**config.mk**
```make
export PLATFORM = sky130hd
export DESIGN_NAME = spi_flash_write_sequencer_core
export DESIGN_NICKNAME = d
export VERILOG_FILES = /design/src/rtl/sfws_pkg.sv /design/src/rtl/sfws_front.sv /design/src/rtl/sfws_queue.sv /design/src/rtl/sfws_back.sv /design/src/rtl/spi_flash_write_sequencer_core.sv
export SDC_FILE = /design/constraint.sdc
export NUM_CORES = 1
export LEC_CHECK = 0
export BUFFER_PORTS_ARGS = -buffer_cell sky130_fd_sc_hd__buf_2
export CAP_MARGIN = 20
export CELL_PAD_IN_SITES_DETAIL_PLACEMENT = 0
export CELL_PAD_IN_SITES_GLOBAL_PLACEMENT = 1
export CORE_UTILIZATION = 55
export CTS_BUF_LIST = sky130_fd_sc_hd__clkbuf_8
export DETAILED_ROUTE_END_ITERATION = 10
export HOLD_SLACK_MARGIN = 0.1
export PLACE_DENSITY_LB_ADDON = 0.1
export SLEW_MARGIN = 20
export SYNTH_ARGS = -nofsm -noshare
export SYNTH_HDL_FRONTEND = slang
export SYNTH_HIERARCHICAL = 1
export SYNTH_SLANG_ARGS = --single-unit
```
**constraint.sdc**
```tcl
create_clock -name clock -period 8.44 [get_ports clock]
set_clock_uncertainty 0.2 [all_clocks]
set_input_delay 1.266 -clock clock [delete_from_list [all_inputs] [get_ports clock]]
set_output_delay 1.266 -clock clock [all_outputs]
set_load 0.05 [all_outputs]
```
**src/rtl/sfws_pkg.sv**
```systemverilog
// Shared types, constants and widths for the SPI flash write sequencer.
// Used by the front, queue, back and top-level modules; depends on nothing.
package sfws_pkg;

   localparam int PAGE_BYTES   = 256;
   localparam int SECTOR_BYTES = 4096;
   localparam int FLASH_BYTES  = 16777216;

   localparam int ADDR_W       = 24;
   localparam int LEN_W        = 25;
   localparam int PAGE_W       = $clog2(PAGE_BYTES);
   localparam int CHUNK_W      = PAGE_W + 1;
   localparam int SECTOR_SHIFT = $clog2(SECTOR_BYTES);
   localparam int SECTOR_W     = ADDR_W - SECTOR_SHIFT;

   localparam int QUEUE_DEPTH  = 4;
   localparam int QPTR_W       = $clog2(QUEUE_DEPTH);
   localparam int QCNT_W       = QPTR_W + 1;
   localparam int STEP_W       = 3;

   localparam logic [1:0] MODE_START  = 2'd0;
   localparam logic [1:0] MODE_DATA   = 2'd1;
   localparam logic [1:0] MODE_STATUS = 2'd2;

   localparam logic [1:0] KIND_BYTE  = 2'd0;
   localparam logic [1:0] KIND_POLL  = 2'd1;
   localparam logic [1:0] KIND_DONE  = 2'd2;
   localparam logic [1:0] KIND_ERROR = 2'd3;

   localparam logic [1:0] ERR_NONE   = 2'd0;
   localparam logic [1:0] ERR_LENGTH = 2'd1;
   localparam logic [1:0] ERR_PLACE  = 2'd2;

   localparam logic [7:0] CMD_WREN  = 8'h06;
   localparam logic [7:0] CMD_RDSR  = 8'h05;
   localparam logic [7:0] CMD_SE    = 8'h20;
   localparam logic [7:0] CMD_PP    = 8'h02;
   localparam int         BUSY_BIT  = 0;

   typedef enum logic [1:0] {
      PH_IDLE,
      PH_DATA,
      PH_EPOLL,
      PH_PPOLL
   } phase_type;

   typedef enum logic [2:0] {
      OP_ERR_LENGTH,
      OP_ERR_PLACE,
      OP_DONE,
      OP_POLL,
      OP_ERASE,
      OP_PROG,
      OP_DATA
   } op_type;

   // One unit of work handed from the front to the back.
   typedef struct packed {
      op_type              op;
      logic [ADDR_W-1:0]   addr;
      logic [7:0]          data;
      logic                close;
   } action_type;

endpackage

```
**src/rtl/sfws_front.sv**
```systemverilog
// Front end: takes input words, tracks the job state and makes at most one action per word.
// Depends on sfws_pkg.
module sfws_front (
   input  logic                        clock,
   input  logic                        reset,
   input  logic                        accept,
   input  logic [1:0]                  mode,
   input  logic [sfws_pkg::ADDR_W-1:0] start_address,
   input  logic [sfws_pkg::LEN_W-1:0]  job_length,
   input  logic [7:0]                  data_byte,
   input  logic [7:0]                  status_byte,
   output logic                        act_push,
   output sfws_pkg::action_type        act
);

   localparam logic [sfws_pkg::LEN_W-1:0] FLASH_LEN = sfws_pkg::LEN_W'(sfws_pkg::FLASH_BYTES);
   localparam logic [sfws_pkg::CHUNK_W-1:0] PAGE_LEN =
      sfws_pkg::CHUNK_W'(sfws_pkg::PAGE_BYTES);

   sfws_pkg::phase_type               phase_ff, phase_in;
   logic [sfws_pkg::ADDR_W-1:0]       addr_ff, addr_in;
   logic [sfws_pkg::LEN_W-1:0]        remain_ff, remain_in;
   logic [sfws_pkg::CHUNK_W-1:0]      chunk_ff, chunk_in;
   logic [sfws_pkg::SECTOR_W-1:0]     sector_ff, sector_in;
   logic                              erased_ff, erased_in;
   logic [7:0]                        held_ff, held_in;

   logic [sfws_pkg::SECTOR_W-1:0]     cur_sector;
   logic [sfws_pkg::CHUNK_W-1:0]      room;
   logic [sfws_pkg::CHUNK_W-1:0]      room_chunk;
   logic [sfws_pkg::ADDR_W-1:0]       addr_inc;

   always_ff @(posedge clock) begin
      if (reset) begin
         phase_ff  <= sfws_pkg::PH_IDLE;
         addr_ff   <= '0;
         remain_ff <= '0;
         chunk_ff  <= '0;
         sector_ff <= '0;
         erased_ff <= 1'b0;
      end else begin
         phase_ff  <= phase_in;
         addr_ff   <= addr_in;
         remain_ff <= remain_in;
         chunk_ff  <= chunk_in;
         sector_ff <= sector_in;
         erased_ff <= erased_in;
      end
   end

   always_ff @(posedge clock) begin
      held_ff <= held_in;
   end

   assign cur_sector = addr_ff[sfws_pkg::ADDR_W-1:sfws_pkg::SECTOR_SHIFT];
   assign room       = PAGE_LEN - {1'b0, addr_ff[sfws_pkg::PAGE_W-1:0]};
   assign addr_inc   = addr_ff + sfws_pkg::ADDR_W'(1);

   // A chunk runs to the page boundary or to the end of the job, whichever comes first.
   always_comb begin
      if (remain_ff < sfws_pkg::LEN_W'(room)) begin
         room_chunk = remain_ff[sfws_pkg::CHUNK_W-1:0];
      end else begin
         room_chunk = room;
      end
   end

   always_comb begin
      phase_in  = phase_ff;
      addr_in   = addr_ff;
      remain_in = remain_ff;
      chunk_in  = chunk_ff;
      sector_in = sector_ff;
      erased_in = erased_ff;
      held_in   = held_ff;
      act_push  = 1'b0;
      act.op    = sfws_pkg::OP_ERR_PLACE;
      act.addr  = addr_ff;
      act.data  = data_byte;
      act.close = 1'b0;
      if (accept) begin
         act_push = 1'b1;
         priority if (mode == sfws_pkg::MODE_START && phase_ff == sfws_pkg::PH_IDLE) begin
            if (job_length > FLASH_LEN) begin
               act.op = sfws_pkg::OP_ERR_LENGTH;
            end else if (job_length == '0) begin
               act.op = sfws_pkg::OP_DONE;
            end else begin
               act_push  = 1'b0;
               addr_in   = start_address;
               remain_in = job_length;
               chunk_in  = '0;
               erased_in = 1'b0;
               phase_in  = sfws_pkg::PH_DATA;
            end
         end else if (mode == sfws_pkg::MODE_DATA && phase_ff == sfws_pkg::PH_DATA) begin
            if (chunk_ff == '0) begin
               if (!erased_ff || cur_sector != sector_ff) begin
                  act.op    = sfws_pkg::OP_ERASE;
                  sector_in = cur_sector;
                  erased_in = 1'b1;
                  held_in   = data_byte;
                  phase_in  = sfws_pkg::PH_EPOLL;
               end else begin
                  act.op    = sfws_pkg::OP_PROG;
                  act.close = (room_chunk == sfws_pkg::CHUNK_W'(1));
                  chunk_in  = room_chunk - sfws_pkg::CHUNK_W'(1);
                  remain_in = remain_ff - sfws_pkg::LEN_W'(1);
                  addr_in   = addr_inc;
                  phase_in  = act.close ? sfws_pkg::PH_PPOLL : sfws_pkg::PH_DATA;
               end
            end else begin
               act.op    = sfws_pkg::OP_DATA;
               act.close = (chunk_ff == sfws_pkg::CHUNK_W'(1));
               chunk_in  = chunk_ff - sfws_pkg::CHUNK_W'(1);
               remain_in = remain_ff - sfws_pkg::LEN_W'(1);
               addr_in   = addr_inc;
               if (act.close) begin
                  phase_in = sfws_pkg::PH_PPOLL;
               end
            end
         end else if (mode == sfws_pkg::MODE_STATUS &&
                      (phase_ff == sfws_pkg::PH_EPOLL || phase_ff == sfws_pkg::PH_PPOLL)) begin
            if (status_byte[sfws_pkg::BUSY_BIT]) begin
               act.op = sfws_pkg::OP_POLL;
            end else if (phase_ff == sfws_pkg::PH_EPOLL) begin
               // The erase finished: open the program frame with the byte held back.
               act.op    = sfws_pkg::OP_PROG;
               act.data  = held_ff;
               act.close = (room_chunk == sfws_pkg::CHUNK_W'(1));
               chunk_in  = room_chunk - sfws_pkg::CHUNK_W'(1);
               remain_in = remain_ff - sfws_pkg::LEN_W'(1);
               addr_in   = addr_inc;
               phase_in  = act.close ? sfws_pkg::PH_PPOLL : sfws_pkg::PH_DATA;
            end else if (remain_ff == '0) begin
               act.op   = sfws_pkg::OP_DONE;
               phase_in = sfws_pkg::PH_IDLE;
            end else begin
               act_push = 1'b0;
               phase_in = sfws_pkg::PH_DATA;
            end
         end else begin
            act.op = sfws_pkg::OP_ERR_PLACE;
         end
      end
   end

endmodule

```
**src/rtl/sfws_queue.sv**
```systemverilog
// Short action queue between the front and the back, built from registers.
// Depends on sfws_pkg.
module sfws_queue (
   input  logic                 clock,
   input  logic                 reset,
   input  logic                 push,
   input  sfws_pkg::action_type push_act,
   input  logic                 pop,
   output sfws_pkg::action_type head,
   output logic                 empty,
   output logic                 full
);

   sfws_pkg::action_type              slot_ff [sfws_pkg::QUEUE_DEPTH];
   logic [sfws_pkg::QPTR_W-1:0]       wptr_ff, wptr_in;
   logic [sfws_pkg::QPTR_W-1:0]       rptr_ff, rptr_in;
   logic [sfws_pkg::QCNT_W-1:0]       count_ff, count_in;
   logic                              do_push, do_pop;

   assign empty   = (count_ff == '0);
   assign full    = (count_ff == sfws_pkg::QCNT_W'(sfws_pkg::QUEUE_DEPTH));
   assign do_push = push && !full;
   assign do_pop  = pop && !empty;
   assign head    = slot_ff[rptr_ff];

   always_comb begin
      wptr_in  = do_push ? wptr_ff + sfws_pkg::QPTR_W'(1) : wptr_ff;
      rptr_in  = do_pop ? rptr_ff + sfws_pkg::QPTR_W'(1) : rptr_ff;
      count_in = count_ff;
      if (do_push && !do_pop) begin
         count_in = count_ff + sfws_pkg::QCNT_W'(1);
      end else if (do_pop && !do_push) begin
         count_in = count_ff - sfws_pkg::QCNT_W'(1);
      end
   end

   always_ff @(posedge clock) begin
      if (reset) begin
         wptr_ff  <= '0;
         rptr_ff  <= '0;
         count_ff <= '0;
      end else begin
         wptr_ff  <= wptr_in;
         rptr_ff  <= rptr_in;
         count_ff <= count_in;
      end
   end

   always_ff @(posedge clock) begin
      if (do_push) begin
         slot_ff[wptr_ff] <= push_act;
      end
   end

endmodule

```
**src/rtl/sfws_back.sv**
```systemverilog
// Back end: expands each action into result words, one per cycle while its output register drains.
// Depends on sfws_pkg.
module sfws_back (
   input  logic                 clock,
   input  logic                 reset,
   input  sfws_pkg::action_type head,
   input  logic                 q_empty,
   output logic                 q_pop,
   input  logic                 rsp_pop,
   output logic                 rsp_empty,
   output logic [1:0]           rsp_kind,
   output logic [7:0]           rsp_spi_byte,
   output logic                 rsp_frame_end,
   output logic [1:0]           rsp_error_code,
   output logic                 rsp_last,
   output logic [sfws_pkg::STEP_W-1:0] step
);

   logic [sfws_pkg::STEP_W-1:0] step_ff, step_in;
   logic                        valid_ff, valid_in;
   logic [1:0]                  kind_ff;
   logic [7:0]                  byte_ff;
   logic                        fe_ff;
   logic [1:0]                  err_ff;
   logic                        last_ff;

   logic [1:0]                  w_kind;
   logic [7:0]                  w_byte;
   logic                        w_fe;
   logic [1:0]                  w_err;
   logic                        w_last;
   logic                        load;

   // Word number step of the current action.
   always_comb begin
      w_kind = sfws_pkg::KIND_BYTE;
      w_byte = 8'h00;
      w_fe   = 1'b0;
      w_err  = sfws_pkg::ERR_NONE;
      w_last = 1'b0;
      unique case (head.op)
         sfws_pkg::OP_ERR_LENGTH: begin
            w_kind = sfws_pkg::KIND_ERROR;
            w_err  = sfws_pkg::ERR_LENGTH;
            w_last = 1'b1;
         end
         sfws_pkg::OP_ERR_PLACE: begin
            w_kind = sfws_pkg::KIND_ERROR;
            w_err  = sfws_pkg::ERR_PLACE;
            w_last = 1'b1;
         end
         sfws_pkg::OP_DONE: begin
            w_kind = sfws_pkg::KIND_DONE;
            w_last = 1'b1;
         end
         sfws_pkg::OP_POLL: begin
            w_kind = sfws_pkg::KIND_POLL;
            w_byte = sfws_pkg::CMD_RDSR;
            w_last = 1'b1;
         end
         sfws_pkg::OP_ERASE, sfws_pkg::OP_PROG: begin
            unique case (step_ff)
               3'd0: begin
                  w_byte = sfws_pkg::CMD_WREN;
                  w_fe   = 1'b1;
               end
               3'd1: w_byte = (head.op == sfws_pkg::OP_ERASE) ? sfws_pkg::CMD_SE : sfws_pkg::CMD_PP;
               3'd2: w_byte = head.addr[23:16];
               3'd3: w_byte = head.addr[15:8];
               3'd4: begin
                  w_byte = head.addr[7:0];
                  w_fe   = (head.op == sfws_pkg::OP_ERASE);
               end
               3'd5: begin
                  if (head.op == sfws_pkg::OP_ERASE) begin
                     w_kind = sfws_pkg::KIND_POLL;
                     w_byte = sfws_pkg::CMD_RDSR;
                     w_last = 1'b1;
                  end else begin
                     w_byte = head.data;
                     w_fe   = head.close;
                     w_last = !head.close;
                  end
               end
               default: begin
                  w_kind = sfws_pkg::KIND_POLL;
                  w_byte = sfws_pkg::CMD_RDSR;
                  w_last = 1'b1;
               end
            endcase
         end
         sfws_pkg::OP_DATA: begin
            if (step_ff == '0) begin
               w_byte = head.data;
               w_fe   = head.close;
               w_last = !head.close;
            end else begin
               w_kind = sfws_pkg::KIND_POLL;
               w_byte = sfws_pkg::CMD_RDSR;
               w_last = 1'b1;
            end
         end
         default: begin
            w_kind = sfws_pkg::KIND_ERROR;
            w_err  = sfws_pkg::ERR_PLACE;
            w_last = 1'b1;
         end
      endcase
   end

   // A new word moves in whenever the output register is free or being drained.
   assign load  = !q_empty && (!valid_ff || rsp_pop);
   assign q_pop = load && w_last;

   always_comb begin
      step_in  = step_ff;
      valid_in = valid_ff;
      if (load) begin
         step_in  = w_last ? '0 : step_ff + sfws_pkg::STEP_W'(1);
         valid_in = 1'b1;
      end else if (rsp_pop) begin
         valid_in = 1'b0;
      end
   end

   always_ff @(posedge clock) begin
      if (reset) begin
         step_ff  <= '0;
         valid_ff <= 1'b0;
      end else begin
         step_ff  <= step_in;
         valid_ff <= valid_in;
      end
   end

   always_ff @(posedge clock) begin
      if (load) begin
         kind_ff <= w_kind;
         byte_ff <= w_byte;
         fe_ff   <= w_fe;
         err_ff  <= w_err;
         last_ff <= w_last;
      end
   end

   assign rsp_empty      = !valid_ff;
   assign rsp_kind       = kind_ff;
   assign rsp_spi_byte   = byte_ff;
   assign rsp_frame_end  = fe_ff;
   assign rsp_error_code = err_ff;
   assign rsp_last       = last_ff;
   assign step           = step_ff;

endmodule

```
**src/rtl/spi_flash_write_sequencer_core.sv**
```systemverilog
// Top level of the SPI flash write sequencer: front end, action queue and back end.
// Depends on sfws_pkg, sfws_front, sfws_queue and sfws_back.

// An input word is taken whenever the four-entry action queue between the front and back
// ends has room, so words may arrive back to back. The back end then sends one result word
// per cycle out of its output register while popped: an erase item yields six words, a
// data byte or ready status that opens a page program six or seven, a later data byte one
// or two, and every other item at most one. The sustained rate is thus set by the back
// end's one-word-per-cycle expansion and by how fast the result side pops. Addresses wrap
// at 24 bits and the status poll delay is left to the consumer of the poll requests.
module spi_flash_write_sequencer_core (
   input  logic        clock,
   input  logic        reset,
   input  logic        req_push,
   output logic        req_full,
   input  logic [1:0]  req_mode,
   input  logic [23:0] req_start_address,
   input  logic [24:0] req_job_length,
   input  logic [7:0]  req_data_byte,
   input  logic [7:0]  req_status_byte,
   output logic        rsp_empty,
   input  logic        rsp_pop,
   output logic [1:0]  rsp_kind,
   output logic [7:0]  rsp_spi_byte,
   output logic        rsp_frame_end,
   output logic [1:0]  rsp_error_code,
   output logic        rsp_last
);

   logic                              accept;
   logic                              act_push;
   sfws_pkg::action_type              act;
   sfws_pkg::action_type              head;
   logic                              q_empty;
   logic                              q_full;
   logic                              q_pop;
   logic [sfws_pkg::STEP_W-1:0]       step;

   assign req_full = q_full;
   assign accept   = req_push && !q_full;

   sfws_front u_front (
      .clock         (clock),
      .reset         (reset),
      .accept        (accept),
      .mode          (req_mode),
      .start_address (req_start_address),
      .job_length    (req_job_length),
      .data_byte     (req_data_byte),
      .status_byte   (req_status_byte),
      .act_push      (act_push),
      .act           (act)
   );

   sfws_queue u_queue (
      .clock    (clock),
      .reset    (reset),
      .push     (act_push),
      .push_act (act),
      .pop      (q_pop),
      .head     (head),
      .empty    (q_empty),
      .full     (q_full)
   );

   sfws_back u_back (
      .clock          (clock),
      .reset          (reset),
      .head           (head),
      .q_empty        (q_empty),
      .q_pop          (q_pop),
      .rsp_pop        (rsp_pop),
      .rsp_empty      (rsp_empty),
      .rsp_kind       (rsp_kind),
      .rsp_spi_byte   (rsp_spi_byte),
      .rsp_frame_end  (rsp_frame_end),
      .rsp_error_code (rsp_error_code),
      .rsp_last       (rsp_last),
      .step           (step)
   );

   // Poll, done and error words always close the run of words for their item.
   a_nonbyte_last: assert property (@(posedge clock) disable iff (reset)
      (!rsp_empty && rsp_kind != sfws_pkg::KIND_BYTE) |-> rsp_last)
      else $error("non-byte result word is not marked last");

   // Only shifted bytes may close a chip-select frame.
   a_frame_end_byte: assert property (@(posedge clock) disable iff (reset)
      (!rsp_empty && rsp_frame_end) |-> (rsp_kind == sfws_pkg::KIND_BYTE))
      else $error("frame end on a word that is not a byte");

   // An error code appears exactly on error words.
   a_error_code: assert property (@(posedge clock) disable iff (reset)
      !rsp_empty |-> ((rsp_kind == sfws_pkg::KIND_ERROR) == (rsp_error_code != sfws_pkg::ERR_NONE)))
      else $error("error code does not match word kind");

   // The expansion counter never runs past the longest action.
   a_step_range: assert property (@(posedge clock) disable iff (reset)
      step <= sfws_pkg::STEP_W'(6))
      else $error("expansion step out of range");

endmodule

```
==> run metrics <==
status finished with violations; failing checks DRC; setup total negative slack 0 ns; post-CTS setup buffer count 0; DR WL/cell slightly below 20 um; area of the multi-input gates 0.005240 sq mm; Worst Tran Pin Value roughly 0.77 ns; CP Capture Type flop; Final Hold Viols 0; Post-synth EDFFs 166; die area 0.02316 sq mm; Hold Crit Class reg -> reg; Peak VDD IR 0.1387 mV; initial DRC count 462; Post-Syn Area between 0.01 and 0.015 sq mm; P_leak between 4 and 5 nW; Crit Path Class reg -> reg; vias in the first global route 8683; cts hold-fix bufs 0; Final Cycle Share 59.56%; CTS Sinks 252; fmax 198.9 MHz; Crit path required time 8.58 ns; post-DP HPWL 18760 um; min Tclk post-route 5.027 ns; post-cts resize count 0; max-slew violations 0; TritonCTS Buffers 42; Area growth syn-to-layout 10.58%; Final Util a little over three fifths; largest net degree at the start of global routing 78; Syn. warnings 6; gpl congestion 0.8326; number of fill cells 1792; first-pass GRT wire length 46090 um; num ports 87; Synth Area per Inst roughly 11 sq um; share of layout cells above drive strength 1 19.24%; via count 8871; Slew HR 48.72%; initial antenna violation count 5; RSZ-0062 raised after global routing false; Reg area roughly 0.0067 sq mm; GRT Total Usage 25.17%; register bit total from synthesis 252; PwrDens 277.7 mW/mm^2; post-route ant nets 0; clock slew at reported path FFs roughly 0.06 ns; starting density of the core a little under three fifths; Final Setup Violations 0; DIE HEIGHT 152.2 um; DRC Markers 8; CTS Root Cell clkbuf_8; RR Startpoint u_front/addr_ff[0]; worst hold start u_back/valid_ff; clock latency on the worst-skew pair 0.55 ns; CTS Buffer Depth 3; Worst setup SP type flop; Die Wd about 150 um; Rows 54; DRT Pass-1 Iters 7; cell count after synthesis 1091; sequential-to-total area share from yosys stat 54.07%; CP arrival 5.17 ns; H-tree levels 2; final WL 28330 um; asr flop ratio synth 0%; vias per cell 6.018; Crit Path Max Fanout 19; CTS tree built; Worst setup startpoint u_front/addr_ff[0]; gr ovfl total 0; nets about 1300; Max Cap Viol 0; predominant post-synthesis flop cell edfxtp_1; Yosys cell types 82; Port Buffers around 80; post-synthesis net count 1185; area of the core 0.02196 sq mm
## worst paths after layout
kind                                end  cells after the start  slack, ns
setup / recovery  u_queue/slot_ff[2][0]                     15       3.41
hold / removal          u_back/valid_ff                      2       0.29
setup reg to reg  u_queue/slot_ff[2][0]                     15       3.41
hold reg to reg         u_back/valid_ff                      2       0.29
## cells in the final DEF, fill, tap and decap left out, types with 9 or more instances in the layout
cell type,instances
nor2b_1,9
nor3_1,28
mux2i_1,17
nand4_1,14
dfxtp_1,85
clkbuf_8,46
buf_4,14
inv_1,33
xor2_1,16
nand3_1,22
mux4_2,36
ha_1,22
nand2_1,98
clkinv_2,9
nor4_1,17
xnor2_1,20
a22oi_1,13
or3_1,9
nand2b_1,12
a21oi_1,65
a22o_1,10
nor2_1,96
a211oi_1,26
o22ai_1,13
o21ai_0,79
edfxtp_1,166
buf_2,79
## stage by stage
stage	std cells	hold slack, ns	power, mW	setup WS, ns	instance area, sq um
after floorplan	1091	0.2408	2.550	4.085	12400
after global placement	1393	0.2650	2.783	3.413	12880
after detailed placement	1393	0.2824	2.797	3.385	12880
after CTS	1470	0.2970	3.843	3.395	13710
after global routing	1471	0.3176	4.014	2.939	13710
final	1474	0.2947	3.809	3.413	13720
## power by group
| part | internal, mW | switching [mW] |
|---|---|---|
| Combinational | 0.450 | 0.723 |
| Clock | 0.566 | 0.479 |
| Sequential | 1.49 | 0.0990 |
## critical path: stages (launching register included)
cell and delay [ns]:
dfxtp_1 0.49, inv_1 0.20, ha_1 0.27, or4b_2 0.70, or4_1 0.54, ha_1 0.33, a21oi_1 0.23, nand4b_4 0.14
a31oi_1 0.19, o21ai_2 0.23, o21ai_0 0.29, ha_1 0.24, nand4_1 0.08, mux2i_1 0.29, o21ai_0 0.14, a21oi_1 0.27
## cell usage after synthesis, drive strengths merged, types with 11 or more instances
library cell	number	area share, %
o22ai	13	0.66
nand2b	12	0.61
inv	23	0.70
a211oi	26	1.6
ha	22	2.2
or4	12	0.81
a21oi	65	2.6
nor2	98	3.0
nand3	22	0.89
xor2	16	1.1
dfxtp	86	14
nand4	14	0.71
o21ai	80	3.3
nor3	29	1.2
nor4	19	1.2
mux2i	17	1.4
a22oi	13	0.79
nand2	98	3.0
mux4	36	6.5
xnor2	20	1.4
or3	11	0.57
edfxtp	166	40
clkbuf	47	1.5
buf	24	1.6
## area by class of cell
class,count,share of cell area (%)
Sequential cell,252,48.91
Multi-Input combinational cell,745,38.20
Clock buffer,46,4.616
Timing Repair Buffer,93,3.649
Tap cell,280,2.554
Clock inverter,31,1.368
Inverter,23,0.6294
Antenna cell,4,0.07298
## cells by family (layout without fill, tap and decap cells)
logic type	Yosys count	after routing	synth area share (%)
buffers and inverters	94	193	3.813
AND/OR/NAND/NOR	352	352	14.35
AO/OA/AOI/OAI	273	273	14.20
adder cells (fa/ha/maj)	23	23	2.381
multiplexers	61	61	8.635
flip-flops	252	252	54.07
other	0	4	0
XOR/XNOR	36	36	2.542
## metal layers
metal	track usage (%)	wire length, um
met1	33.34	12410
met3	5.006	1546
met5	0	13
met4	8.698	797
met2	41.50	13570
## state kept, by name (all words and copies together) (netlist names), named ones only
| register | count |
|---|---|
| u_queue/slot_ff | 144 |
| u_front/remain_ff | 25 |
| u_front/addr_ff | 24 |
| u_front/sector_ff | 12 |
| u_front/chunk_ff | 9 |
| u_back/rsp_spi_byte | 8 |
| u_front/held_ff | 8 |
| u_back/step | 3 |
| u_queue/count_ff | 3 |
| u_back/rsp_error_code | 2 |
| u_back/rsp_kind | 2 |
| u_front/phase_ff | 2 |
| u_queue/rptr_ff | 2 |
| u_queue/wptr_ff | 2 |
| u_back/rsp_frame_end | 1 |
| u_back/rsp_last | 1 |
| u_back/valid_ff | 1 |
| u_front/erased_ff | 1 |
Note: power is estimated with default switching activity, not from simulation.
